`src/btm_pkg.sv`:
```
`timescale 1ns / 1ps

package btm_pkg;

  localparam int unsigned AddrW   = 64;
  localparam int unsigned ThreadW = 8;
  localparam int unsigned SlotW   = 3;
  // slots that the slot field can name
  localparam int MaxWrSlots = 2 ** SlotW;

  typedef enum logic [2:0] {
    FN_INSERT      = 3'd0,
    FN_REMOVE      = 3'd1,
    FN_CLEAR       = 3'd2,
    FN_LOOKUP      = 3'd3,
    FN_ENABLE      = 3'd4,
    FN_DISABLE     = 3'd5,
    FN_ENABLE_ALL  = 3'd6,
    FN_DISABLE_ALL = 3'd7
  } func_e;

  typedef enum logic [1:0] {
    ST_OK       = 2'd0,
    ST_NO_MATCH = 2'd1,
    ST_FULL     = 2'd2
  } status_e;

  typedef enum logic [1:0] {
    ENG_IDLE,
    ENG_SCAN,
    ENG_DONE
  } eng_state_e;

  // what the back end has to do with each slot it visits
  typedef struct packed {
    logic    first_only;   // stop at the first selected slot
    logic    sel_free;     // select slots that are not present
    logic    sel_present;  // select slots that are present
    logic    sel_match;    // select slots whose address equals the request
    logic    fill_slot;    // load address, set present and enabled
    logic    zero_slot;    // zero address, present and enabled
    logic    upd_en;       // overwrite enabled flag
    logic    en_val;
    logic    lookup;       // report a hit only, no slot write
    status_e miss_status;
  } cls_t;

  typedef struct packed {
    logic [ThreadW-1:0] thread;
    logic [AddrW-1:0]   addr;
    cls_t               cls;
  } req_t;

  typedef struct packed {
    logic [ThreadW-1:0] thread_out;
    logic               write_valid;
    logic [SlotW-1:0]   slot;
    logic               slot_active;
    logic [AddrW-1:0]   slot_addr;
    logic [1:0]         status;
    logic               hit;
    logic               last;
  } rsp_t;

endpackage

```
`src/btm_req_if.sv`:
```
`timescale 1ns / 1ps

interface btm_req_if;
  logic        valid;
  logic        ready;
  logic [2:0]  func;
  logic [7:0]  thread_sel;
  logic [63:0] bp_addr;

  modport source (output valid, output func, output thread_sel, output bp_addr, input ready);
  modport sink (input valid, input func, input thread_sel, input bp_addr, output ready);
endinterface

```
`src/btm_rsp_if.sv`:
```
`timescale 1ns / 1ps

interface btm_rsp_if;
  logic        valid;
  logic        ready;
  logic [7:0]  thread_out;
  logic        write_valid;
  logic [2:0]  slot;
  logic        slot_active;
  logic [63:0] slot_addr;
  logic [1:0]  status;
  logic        hit;
  logic        last;

  modport source (
    output valid, output thread_out, output write_valid, output slot, output slot_active,
    output slot_addr, output status, output hit, output last, input ready
  );
  modport sink (
    input valid, input thread_out, input write_valid, input slot, input slot_active,
    input slot_addr, input status, input hit, input last, output ready
  );
endinterface

```
`src/btm_front.sv`:
```
`timescale 1ns / 1ps

module btm_front
  import btm_pkg::*;
(
  btm_req_if.sink req_i,
  input  logic    q_full_i,
  output logic    push_o,
  output req_t    push_data_o
);

  cls_t cls;

  assign req_i.ready = ~q_full_i;
  assign push_o      = req_i.valid & ~q_full_i;

  always_comb begin
    cls = '0;
    cls.miss_status = ST_OK;
    unique case (func_e'(req_i.func)) inside
      FN_INSERT: begin
        cls.first_only  = 1'b1;
        cls.sel_free    = 1'b1;
        cls.fill_slot   = 1'b1;
        cls.miss_status = ST_FULL;
      end
      FN_REMOVE: begin
        // matches on address alone, present or not
        cls.first_only  = 1'b1;
        cls.sel_match   = 1'b1;
        cls.zero_slot   = 1'b1;
        cls.miss_status = ST_NO_MATCH;
      end
      FN_CLEAR: begin
        cls.sel_present = 1'b1;
        cls.zero_slot   = 1'b1;
      end
      FN_LOOKUP: begin
        cls.first_only  = 1'b1;
        cls.sel_present = 1'b1;
        cls.sel_match   = 1'b1;
        cls.lookup      = 1'b1;
      end
      FN_ENABLE, FN_DISABLE: begin
        cls.first_only  = 1'b1;
        cls.sel_present = 1'b1;
        cls.sel_match   = 1'b1;
        cls.upd_en      = 1'b1;
        cls.en_val      = (func_e'(req_i.func) == FN_ENABLE);
        cls.miss_status = ST_NO_MATCH;
      end
      FN_ENABLE_ALL, FN_DISABLE_ALL: begin
        cls.sel_present = 1'b1;
        cls.upd_en      = 1'b1;
        cls.en_val      = (func_e'(req_i.func) == FN_ENABLE_ALL);
      end
      default: cls = '0;
    endcase
  end

  assign push_data_o = '{thread: req_i.thread_sel, addr: req_i.bp_addr, cls: cls};

endmodule

```
`src/btm_queue.sv`:
```
`timescale 1ns / 1ps

module btm_queue
  import btm_pkg::*;
(
  input  logic clk_i,
  input  logic rst_ni,
  input  logic push_i,
  input  req_t push_data_i,
  output logic full_o,
  input  logic pop_i,
  output logic head_valid_o,
  output req_t head_o
);

  // two entries
  req_t       store_q [2];
  logic       wr_ptr_q, wr_ptr_d;
  logic       rd_ptr_q, rd_ptr_d;
  logic [1:0] count_q, count_d;

  assign full_o       = (count_q == 2'd2);
  assign head_valid_o = (count_q != 2'd0);
  assign head_o       = store_q[rd_ptr_q];

  always_comb begin
    wr_ptr_d = wr_ptr_q ^ push_i;
    rd_ptr_d = rd_ptr_q ^ pop_i;
    count_d  = count_q;
    if (push_i && !pop_i) begin
      count_d = count_q + 2'd1;
    end else if (pop_i && !push_i) begin
      count_d = count_q - 2'd1;
    end
  end

  always_ff @(posedge clk_i or negedge rst_ni) begin
    if (!rst_ni) begin
      wr_ptr_q <= 1'b0;
      rd_ptr_q <= 1'b0;
      count_q  <= 2'd0;
    end else begin
      wr_ptr_q <= wr_ptr_d;
      rd_ptr_q <= rd_ptr_d;
      count_q  <= count_d;
    end
  end

  always_ff @(posedge clk_i) begin
    if (push_i) begin
      store_q[wr_ptr_q] <= push_data_i;
    end
  end

endmodule

```
`src/btm_engine.sv`:
```
`timescale 1ns / 1ps

module btm_engine
  import btm_pkg::*;
#(
  parameter int NUM_SLOTS = 8
) (
  input  logic clk_i,
  input  logic rst_ni,
  input  logic head_valid_i,
  input  req_t head_i,
  output logic pop_o,
  output logic rsp_valid_o,
  input  logic rsp_ready_i,
  output rsp_t rsp_o
);

  localparam int unsigned IdxW = (NUM_SLOTS > 1) ? $clog2(NUM_SLOTS) : 1;
  localparam logic [IdxW-1:0] IdxLast = IdxW'(NUM_SLOTS - 1);

  eng_state_e state_q, state_d;

  logic [IdxW-1:0]  idx_q;
  req_t             cur_q;
  status_e          status_q;
  logic             hit_q;
  logic             sent_q;

  logic [AddrW-1:0] mem [NUM_SLOTS];
  logic [AddrW-1:0] rdata_q;
  logic [NUM_SLOTS-1:0] wv_q;    // entry holds a written address
  logic [NUM_SLOTS-1:0] pres_q;
  logic [NUM_SLOTS-1:0] en_q;

  logic             out_vld_q;
  rsp_t             out_q;

  logic [AddrW-1:0] cur_addr;
  logic             cur_p, cur_e, sel, writable, later_p;
  logic             p_new, e_new;
  logic [AddrW-1:0] a_new;
  logic             out_free, emit_wr, stall, advance, end_scan;
  logic             rd_en, mem_we, out_load;
  logic [IdxW-1:0]  rd_addr;
  rsp_t             out_d;

  // slot under evaluation
  assign cur_addr = wv_q[idx_q] ? rdata_q : '0;
  assign cur_p    = pres_q[idx_q];
  assign cur_e    = en_q[idx_q];
  assign sel      = (~cur_q.cls.sel_free    | ~cur_p) &
                    (~cur_q.cls.sel_present |  cur_p) &
                    (~cur_q.cls.sel_match   | (cur_addr == cur_q.addr));
  assign writable = (int'(idx_q) < MaxWrSlots);

  always_comb begin
    p_new = cur_p;
    e_new = cur_e;
    a_new = cur_addr;
    if (cur_q.cls.fill_slot) begin
      p_new = 1'b1;
      e_new = 1'b1;
      a_new = cur_q.addr;
    end else if (cur_q.cls.zero_slot) begin
      p_new = 1'b0;
      e_new = 1'b0;
      a_new = '0;
    end else if (cur_q.cls.upd_en) begin
      e_new = cur_q.cls.en_val;
    end
  end

  // any present slot further on that will still produce a write
  always_comb begin
    later_p = 1'b0;
    for (int j = 0; j < NUM_SLOTS; j++) begin
      if ((j > int'(idx_q)) && (j < MaxWrSlots)) begin
        later_p = later_p | pres_q[j];
      end
    end
  end

  assign out_free = ~out_vld_q | rsp_ready_i;
  assign emit_wr  = (state_q == ENG_SCAN) & sel & ~cur_q.cls.lookup & writable;
  assign stall    = emit_wr & ~out_free;
  assign advance  = (state_q == ENG_SCAN) & ~stall;
  assign end_scan = (sel & cur_q.cls.first_only) | (idx_q == IdxLast);

  always_comb begin
    state_d = state_q;
    unique case (state_q)
      ENG_IDLE: begin
        if (head_valid_i) begin
          state_d = ENG_SCAN;
        end
      end
      ENG_SCAN: begin
        if (advance && end_scan) begin
          state_d = ENG_DONE;
        end
      end
      ENG_DONE: begin
        if (sent_q || out_free) begin
          state_d = ENG_IDLE;
        end
      end
      default: state_d = ENG_IDLE;
    endcase
  end

  always_comb begin
    pop_o    = 1'b0;
    rd_en    = 1'b0;
    rd_addr  = '0;
    mem_we   = 1'b0;
    out_load = 1'b0;
    out_d    = '{thread_out: cur_q.thread, write_valid: 1'b0, slot: '0, slot_active: 1'b0,
                 slot_addr: '0, status: status_q, hit: hit_q, last: 1'b1};
    unique case (state_q)
      ENG_IDLE: begin
        pop_o = head_valid_i;
        rd_en = head_valid_i;
      end
      ENG_SCAN: begin
        rd_en    = advance & ~end_scan;
        rd_addr  = idx_q + IdxW'(1);
        mem_we   = advance & sel & cur_q.cls.fill_slot;
        out_load = emit_wr & out_free;
        out_d    = '{thread_out: cur_q.thread, write_valid: 1'b1, slot: SlotW'(idx_q),
                     slot_active: p_new & e_new, slot_addr: a_new, status: ST_OK, hit: 1'b0,
                     last: cur_q.cls.first_only | ~later_p};
      end
      ENG_DONE: begin
        out_load = ~sent_q & out_free;
      end
      default: ;
    endcase
  end

  always_ff @(posedge clk_i or negedge rst_ni) begin
    if (!rst_ni) begin
      state_q  <= ENG_IDLE;
      idx_q    <= '0;
      status_q <= ST_OK;
      hit_q    <= 1'b0;
      sent_q   <= 1'b0;
      wv_q     <= '0;
      pres_q   <= '0;
      en_q     <= '0;
      out_vld_q <= 1'b0;
    end else begin
      state_q <= state_d;
      if (pop_o) begin
        idx_q    <= '0;
        status_q <= head_i.cls.miss_status;
        hit_q    <= 1'b0;
        sent_q   <= 1'b0;
      end else if (advance) begin
        if (!end_scan) begin
          idx_q <= idx_q + IdxW'(1);
        end
        if (sel) begin
          status_q      <= ST_OK;
          hit_q         <= hit_q | cur_q.cls.lookup;
          pres_q[idx_q] <= p_new;
          en_q[idx_q]   <= e_new;
          if (cur_q.cls.fill_slot) begin
            wv_q[idx_q] <= 1'b1;
          end else if (cur_q.cls.zero_slot) begin
            wv_q[idx_q] <= 1'b0;
          end
        end
        if (emit_wr) begin
          sent_q <= 1'b1;
        end
      end
      if (out_load) begin
        out_vld_q <= 1'b1;
      end else if (rsp_ready_i) begin
        out_vld_q <= 1'b0;
      end
    end
  end

  always_ff @(posedge clk_i) begin
    if (pop_o) begin
      cur_q <= head_i;
    end
    if (out_load) begin
      out_q <= out_d;
    end
  end

  always_ff @(posedge clk_i) begin
    if (mem_we) begin
      mem[idx_q] <= cur_q.addr;
    end
    if (rd_en) begin
      rdata_q <= mem[rd_addr];
    end
  end

  assign rsp_valid_o = out_vld_q;
  assign rsp_o       = out_q;

endmodule

```
`src/breakpoint_table_manager.sv`:
```
`timescale 1ns / 1ps

// channel   dir  handshake      word
// req_i     in   valid/ready    func, thread_sel, bp_addr
// rsp_o     out  valid/ready    thread_out, write_valid, slot, slot_active, slot_addr,
//                               status, hit, last
//
// a request is taken into a two-word queue in the cycle it arrives if the queue has room; the
// engine pops it, walks the slot table one slot a cycle (unless a full output register stalls
// it) through the address memory's registered read port and stops at the first selected slot
// for single-slot operations
// reset clears the queue, the engine and all slot flags; addresses never written read as zero
// the output register holds a result until taken, and the engine stalls only when it has a
// further result to post while that register is still full

module breakpoint_table_manager
  import btm_pkg::*;
#(
  parameter int NUM_SLOTS = 8
) (
  input  logic      clk_i,
  input  logic      rst_ni,
  btm_req_if.sink   req_i,
  btm_rsp_if.source rsp_o
);

  // front to queue
  logic push;
  req_t push_data;
  logic q_full;

  // queue to engine
  logic head_valid;
  req_t head;
  logic pop;

  // engine output register
  rsp_t rsp;
  logic rsp_valid;

  // decode the operation into per-slot actions
  btm_front u_front (
    .req_i       (req_i),
    .q_full_i    (q_full),
    .push_o      (push),
    .push_data_o (push_data)
  );

  // decouples request intake from the table walk
  btm_queue u_queue (
    .clk_i        (clk_i),
    .rst_ni       (rst_ni),
    .push_i       (push),
    .push_data_i  (push_data),
    .full_o       (q_full),
    .pop_i        (pop),
    .head_valid_o (head_valid),
    .head_o       (head)
  );

  // table storage and the slot walk
  btm_engine #(
    .NUM_SLOTS (NUM_SLOTS)
  ) u_engine (
    .clk_i        (clk_i),
    .rst_ni       (rst_ni),
    .head_valid_i (head_valid),
    .head_i       (head),
    .pop_o        (pop),
    .rsp_valid_o  (rsp_valid),
    .rsp_ready_i  (rsp_o.ready),
    .rsp_o        (rsp)
  );

  assign rsp_o.valid       = rsp_valid;
  assign rsp_o.thread_out  = rsp.thread_out;
  assign rsp_o.write_valid = rsp.write_valid;
  assign rsp_o.slot        = rsp.slot;
  assign rsp_o.slot_active = rsp.slot_active;
  assign rsp_o.slot_addr   = rsp.slot_addr;
  assign rsp_o.status      = rsp.status;
  assign rsp_o.hit         = rsp.hit;
  assign rsp_o.last        = rsp.last;

endmodule

```
`src/flat_wrapper.sv`:
```
// flat-port wrapper written by rule: the top's interface ports become plain ports
module breakpoint_table_manager_flat import btm_pkg::*;
#(
  parameter int NUM_SLOTS = 8
)
  (clk_i, rst_ni, req_i_valid, req_i_func, req_i_thread_sel, req_i_bp_addr, req_i_ready, rsp_o_valid, rsp_o_thread_out, rsp_o_write_valid, rsp_o_slot, rsp_o_slot_active, rsp_o_slot_addr, rsp_o_status, rsp_o_hit, rsp_o_last, rsp_o_ready);
  btm_req_if req_i_i ();
  btm_rsp_if rsp_o_i ();
  input  logic clk_i;
  input  logic rst_ni;
  input wire logic [$bits(req_i_i.valid)-1:0] req_i_valid;
  input wire logic [$bits(req_i_i.func)-1:0] req_i_func;
  input wire logic [$bits(req_i_i.thread_sel)-1:0] req_i_thread_sel;
  input wire logic [$bits(req_i_i.bp_addr)-1:0] req_i_bp_addr;
  output wire logic [$bits(req_i_i.ready)-1:0] req_i_ready;
  output wire logic [$bits(rsp_o_i.valid)-1:0] rsp_o_valid;
  output wire logic [$bits(rsp_o_i.thread_out)-1:0] rsp_o_thread_out;
  output wire logic [$bits(rsp_o_i.write_valid)-1:0] rsp_o_write_valid;
  output wire logic [$bits(rsp_o_i.slot)-1:0] rsp_o_slot;
  output wire logic [$bits(rsp_o_i.slot_active)-1:0] rsp_o_slot_active;
  output wire logic [$bits(rsp_o_i.slot_addr)-1:0] rsp_o_slot_addr;
  output wire logic [$bits(rsp_o_i.status)-1:0] rsp_o_status;
  output wire logic [$bits(rsp_o_i.hit)-1:0] rsp_o_hit;
  output wire logic [$bits(rsp_o_i.last)-1:0] rsp_o_last;
  input wire logic [$bits(rsp_o_i.ready)-1:0] rsp_o_ready;
  assign req_i_i.valid = req_i_valid;
  assign req_i_i.func = req_i_func;
  assign req_i_i.thread_sel = req_i_thread_sel;
  assign req_i_i.bp_addr = req_i_bp_addr;
  assign req_i_ready = req_i_i.ready;
  assign rsp_o_valid = rsp_o_i.valid;
  assign rsp_o_thread_out = rsp_o_i.thread_out;
  assign rsp_o_write_valid = rsp_o_i.write_valid;
  assign rsp_o_slot = rsp_o_i.slot;
  assign rsp_o_slot_active = rsp_o_i.slot_active;
  assign rsp_o_slot_addr = rsp_o_i.slot_addr;
  assign rsp_o_status = rsp_o_i.status;
  assign rsp_o_hit = rsp_o_i.hit;
  assign rsp_o_last = rsp_o_i.last;
  assign rsp_o_i.ready = rsp_o_ready;
  breakpoint_table_manager #(.NUM_SLOTS(NUM_SLOTS)) u_core (.clk_i(clk_i), .rst_ni(rst_ni), .req_i(req_i_i), .rsp_o(rsp_o_i));
endmodule
```
`config.mk`:
```
export PLATFORM = sky130hd
export DESIGN_NAME = breakpoint_table_manager_flat
export DESIGN_NICKNAME = d
export VERILOG_FILES = /design/src/btm_pkg.sv /design/src/btm_req_if.sv /design/src/btm_rsp_if.sv /design/src/btm_front.sv /design/src/btm_queue.sv /design/src/btm_engine.sv /design/src/breakpoint_table_manager.sv /design/src/flat_wrapper.sv
export SDC_FILE = /design/constraint.sdc
export NUM_CORES = 1
export LEC_CHECK = 0
export BUFFER_PORTS_ARGS = -buffer_cell sky130_fd_sc_hd__buf_2
export CAP_MARGIN = 20
export CORE_MARGIN = 5
export CORE_UTILIZATION = 50
export CTS_BUF_LIST = sky130_fd_sc_hd__clkbuf_8 sky130_fd_sc_hd__clkbuf_16
export DETAILED_ROUTE_END_ITERATION = 8
export PLACE_DENSITY = 0.7
export RECOVER_POWER = 100
export SLEW_MARGIN = 20
export SYNTH_ARGS = -nofsm -noshare
export SYNTH_HDL_FRONTEND = slang
export SYNTH_SLANG_ARGS = --single-unit
export TNS_END_PERCENT = 5
```
`constraint.sdc`:
```
create_clock -name clk_i -period 6.9 [get_ports clk_i]
set_clock_uncertainty 0.2 [all_clocks]
set_input_delay 0.69 -clock clk_i [delete_from_list [all_inputs] [get_ports clk_i]]
set_output_delay 0.69 -clock clk_i [all_outputs]
set_load 0.02 [all_outputs]
```
==> impl_metrics.toml <==
[clock_tree]
cts.htree.levels = 3
numCtsBuffers = 92
cts_tree = "done"
clock_path_buffers = 3
cts.clk_slew.worst_paths_ps = 60
cts_resized = 0
cts_post_setup_buffers_inserted = 0
cts.sinks = 937
clk_latency_ps = 660
root_buffer = "clkbuf_16"

[die]
dieArea_sq_um = 78000
fp-row-count = 98
io_pins = 162
chipHeight_um = 279
fp.dieW_um = 279
start_util_pct = 50.5
core_sq_um = 71700

[synth]
yosysWarnings = 0
syn_nets = 1904
ys_ff_latch = 937
synth-edff-count = 899
synth-async-reset-ratio_pct = 4.06
yosysMostFrequentCell = "edfxtp_1"
yosysSeqAreaShare_pct = 77.1
syn_avg_cell_area_sq_um = 20.0
synthTopCellsByArea = "edfxtp_1 74%, mux4_2 8.2%, mux2_2 5.1%"
synth.cell_area_sq_um = 36200
post-synth-top-area-fraction_pct = 74.5
synthCells = 1815
ys_types = 60
synthFlopType = "edfxtp_1"
ys_top_cells_by_count = "899 x edfxtp_1, 163 x mux2_2, 132 x mux4_2"
synth_area_leader_cell = "edfxtp_1"

[finish]
utilization_pct = 57.4
fin_nets = 2125
area_delta_synth_final_pct = 13.6
antenna_cells = 0
drive_gt1_share_pct = 23.8
final_cells = 3064

[grt]
use_met2_pct = 33.6
antenna_found_initial = 3
use_met1_pct = 28.8
grt_pass1_wl_um = 122000
overflow = 0
use_met3_pct = 4.42
grt_pass1_vias = 18900
grt_max_degree = 85
grt.total_usage_pct = 20.8
busiest_layer = "met2"

[critical_path]
rr_endpoint = "u_core.u_engine.mem[3][42]$_DFFE_PP_"
path_class = "reg2reg"
crit_path_max_incr_delay_ps = 790
endpoint_kind = "flip-flop"
r2r_cells = 11
crit_path_start_kind = "flip-flop"
crit_required_ps = 7010
critPathSlowestCell = "dfrtp_1"
cp_cell_sequence = "mux2_2 -> mux4_2 -> a21o_1 -> a2111oi_0 -> o2111ai_1 -> or4_1 -> a2bb2oi_1 -> buf_4 -> nor2_1 -> and4_2 -> clkbuf_2"
arrival_ps = 6230
r2r-start = "u_core.u_engine.idx_q[0]$_DFFE_PN0P_"
cp_top_family = "simple AND/OR/NAND/NOR gates"
path_max_fanout = 35
r2r_slack_ps = 780
path_buf_inv = 2

[sta]
fmax_mhz = 163
finalHoldViolCount = 0
grt_setup_unrepaired = "false"
worst_pin_slew_ps = 3760
final.setup.tns_ps = 0
final.min_clock_period_ps = 6120
finalWorstSetupSlack_ps = 783
slew_viol_final = 436
max_slew_margin_pct = -151
final-setup-viol-count = 0
finalCritPeriodShare_pct = 88.7

[worst_hold_path]
min_path_cells = 1
min_to = "u_core.u_queue.store_q[0][11]$_DFFE_PP_"
min_path_type = "in2reg"
min_from = "req_i_bp_addr[0]"

[route]
vias = 18300
first_iter_violations = 1800
via_per_inst = 5.97
ant_nets = 0
firstDrtPassIters = 5
wl_per_cell_um = 26.6
wl_um = 81500
drc = 0

[pwr]
powerDensity_nw_per_um2 = 462
irDropWorstVdd_v = 0.000377
p_leak_nw = 13.4

[place]
globalplace.congestion = 0.823
portBuffers = 161
placed_cells = 2876
pre_cts_ws_ps = 1170
dp_hpwl_um = 49600

[job]
drv_cap = 9

[status]
status = "finished, violations left"
violations = "max-capacitance violations, max-slew violations"
-- routing by layer --
metal	vias up	routed length (um)
li1	7835	-
met1	9524	32600
met2	789	40100
met3	133	6720
met4	2	2090
met5	-	13
-- state kept, by name, summed over array words and instances (netlist names), named ones only --
register	count
u_core.u_engine.rsp_valid_o	1
u_core.u_engine.idx_q	3
u_core.u_queue.rd_ptr_q	1
u_core.u_engine.rsp_o	81
u_core.u_engine.state_q	2
u_core.u_queue.store_q	162
u_core.u_engine.en_q	8
u_core.u_engine.status_q	2
u_core.u_queue.count_q	2
u_core.u_engine.hit_q	1
u_core.u_queue.wr_ptr_q	1
u_core.u_engine.sent_q	1
u_core.u_engine.cur_q	80
u_core.u_engine.pres_q	8
u_core.u_engine.rdata_q	64
u_core.u_engine.mem	512
-- cells in the final DEF, fill, tap and decap left out, types with 8 or more instances in the layout --
cell,instances
mux2_1,11
mux4_2,132
inv_1,44
or2_2,11
nor2_1,104
nand2_1,19
a211oi_1,15
xor2_1,15
a22oi_1,64
o21ai_0,17
a21oi_1,21
o22ai_1,9
dfrtp_1,38
xnor2_1,21
and3_1,11
a31oi_1,9
and4_2,8
edfxtp_1,899
a22o_1,9
mux2i_1,8
clkinv_1,19
ha_1,9
bufinv_16,9
buf_4,13
clkbuf_16,95
dlygate4sd3_1,16
a21o_1,8
nand3_1,20
buf_2,36
clkbuf_1,130
mux2_2,153
clkinv_2,14
nor3_1,8
-- worst max path at each step --
| stage | startpoint | endpoint | depth (start not counted) | slack, ps |
|---|---|---|---|---|
| 5_1_grt | u_core.u_engine.idx_q[0]$_DFFE_PN0P_ | u_core.u_engine.mem[3][42]$_DFFE_PP_ | 11 | 480 |
| 2_1_floorplan | u_core.u_engine.idx_q[0]$_DFFE_PN0P_ | u_core.u_engine.rsp_o[0]$_SDFFCE_PN1P_ | 12 | 730 |
| 3_3_place_gp | u_core.u_engine.idx_q[0]$_DFFE_PN0P_ | u_core.u_engine.mem[3][60]$_DFFE_PP_ | 12 | 1380 |
| 6_report | u_core.u_engine.idx_q[0]$_DFFE_PN0P_ | u_core.u_engine.mem[3][42]$_DFFE_PP_ | 11 | 780 |
| 3_5_place_dp | u_core.u_engine.idx_q[0]$_DFFE_PN0P_ | u_core.u_engine.mem[3][62]$_DFFE_PP_ | 11 | 1170 |
| 4_1_cts | u_core.u_engine.idx_q[0]$_DFFE_PN0P_ | u_core.u_engine.mem[3][24]$_DFFE_PP_ | 11 | 1130 |
-- repair_timing --
action / CTS / global route
hold buffers: 16 / 0
setup endpoints to repair: 0 / 0
hold endpoints to repair: 67 / 0
-- power breakdown --
| part | internal (mW) | leakage, nW | switching [mW] |
|---|---|---|---|
| logic | 1.91 | 3.14 | 2.61 |
| registers | 8.18 | 8.76 | 1.42 |
| clock network | 2.83 | 1.55 | 2.09 |
-- per-stage QoR --
step	cell area [sq um]	hold WS [ps]	total power [mW]
floorplan	36200	194	12.2
detailed placement	38300	208	14.2
finish	41200	41.0	19.0
global route	41200	12.9	19.9
CTS	41500	1.24	19.2
global placement	38300	201	14.0
-- final cells by class --
cell class	count	area (sq um)
repair buffers	210	1100
well taps	950	1190
clock inverters	77	612
inverters	21	78.8
multi-input cells	774	7880
fillers	5310	30500
clock buffers	95	2380
flip-flops and latches	937	27900
-- kinds of logic (layout without fill, tap and decap cells) --
logic type / after synthesis / count (layout) / share of synthesized area (%)
DFF: 937 / 937 / 77.1
muxes: 304 / 304 / 13.5
and+or+nand+nor: 241 / 241 / 3.43
AOI/OAI and AO/OA: 183 / 183 / 3.59
buffers and inverters: 104 / 403 / 1.13
xor gates and xnor gates: 36 / 36 / 0.870
adders and majority gates: 10 / 10 / 0.345
Power figures use the tool's default switching activity.
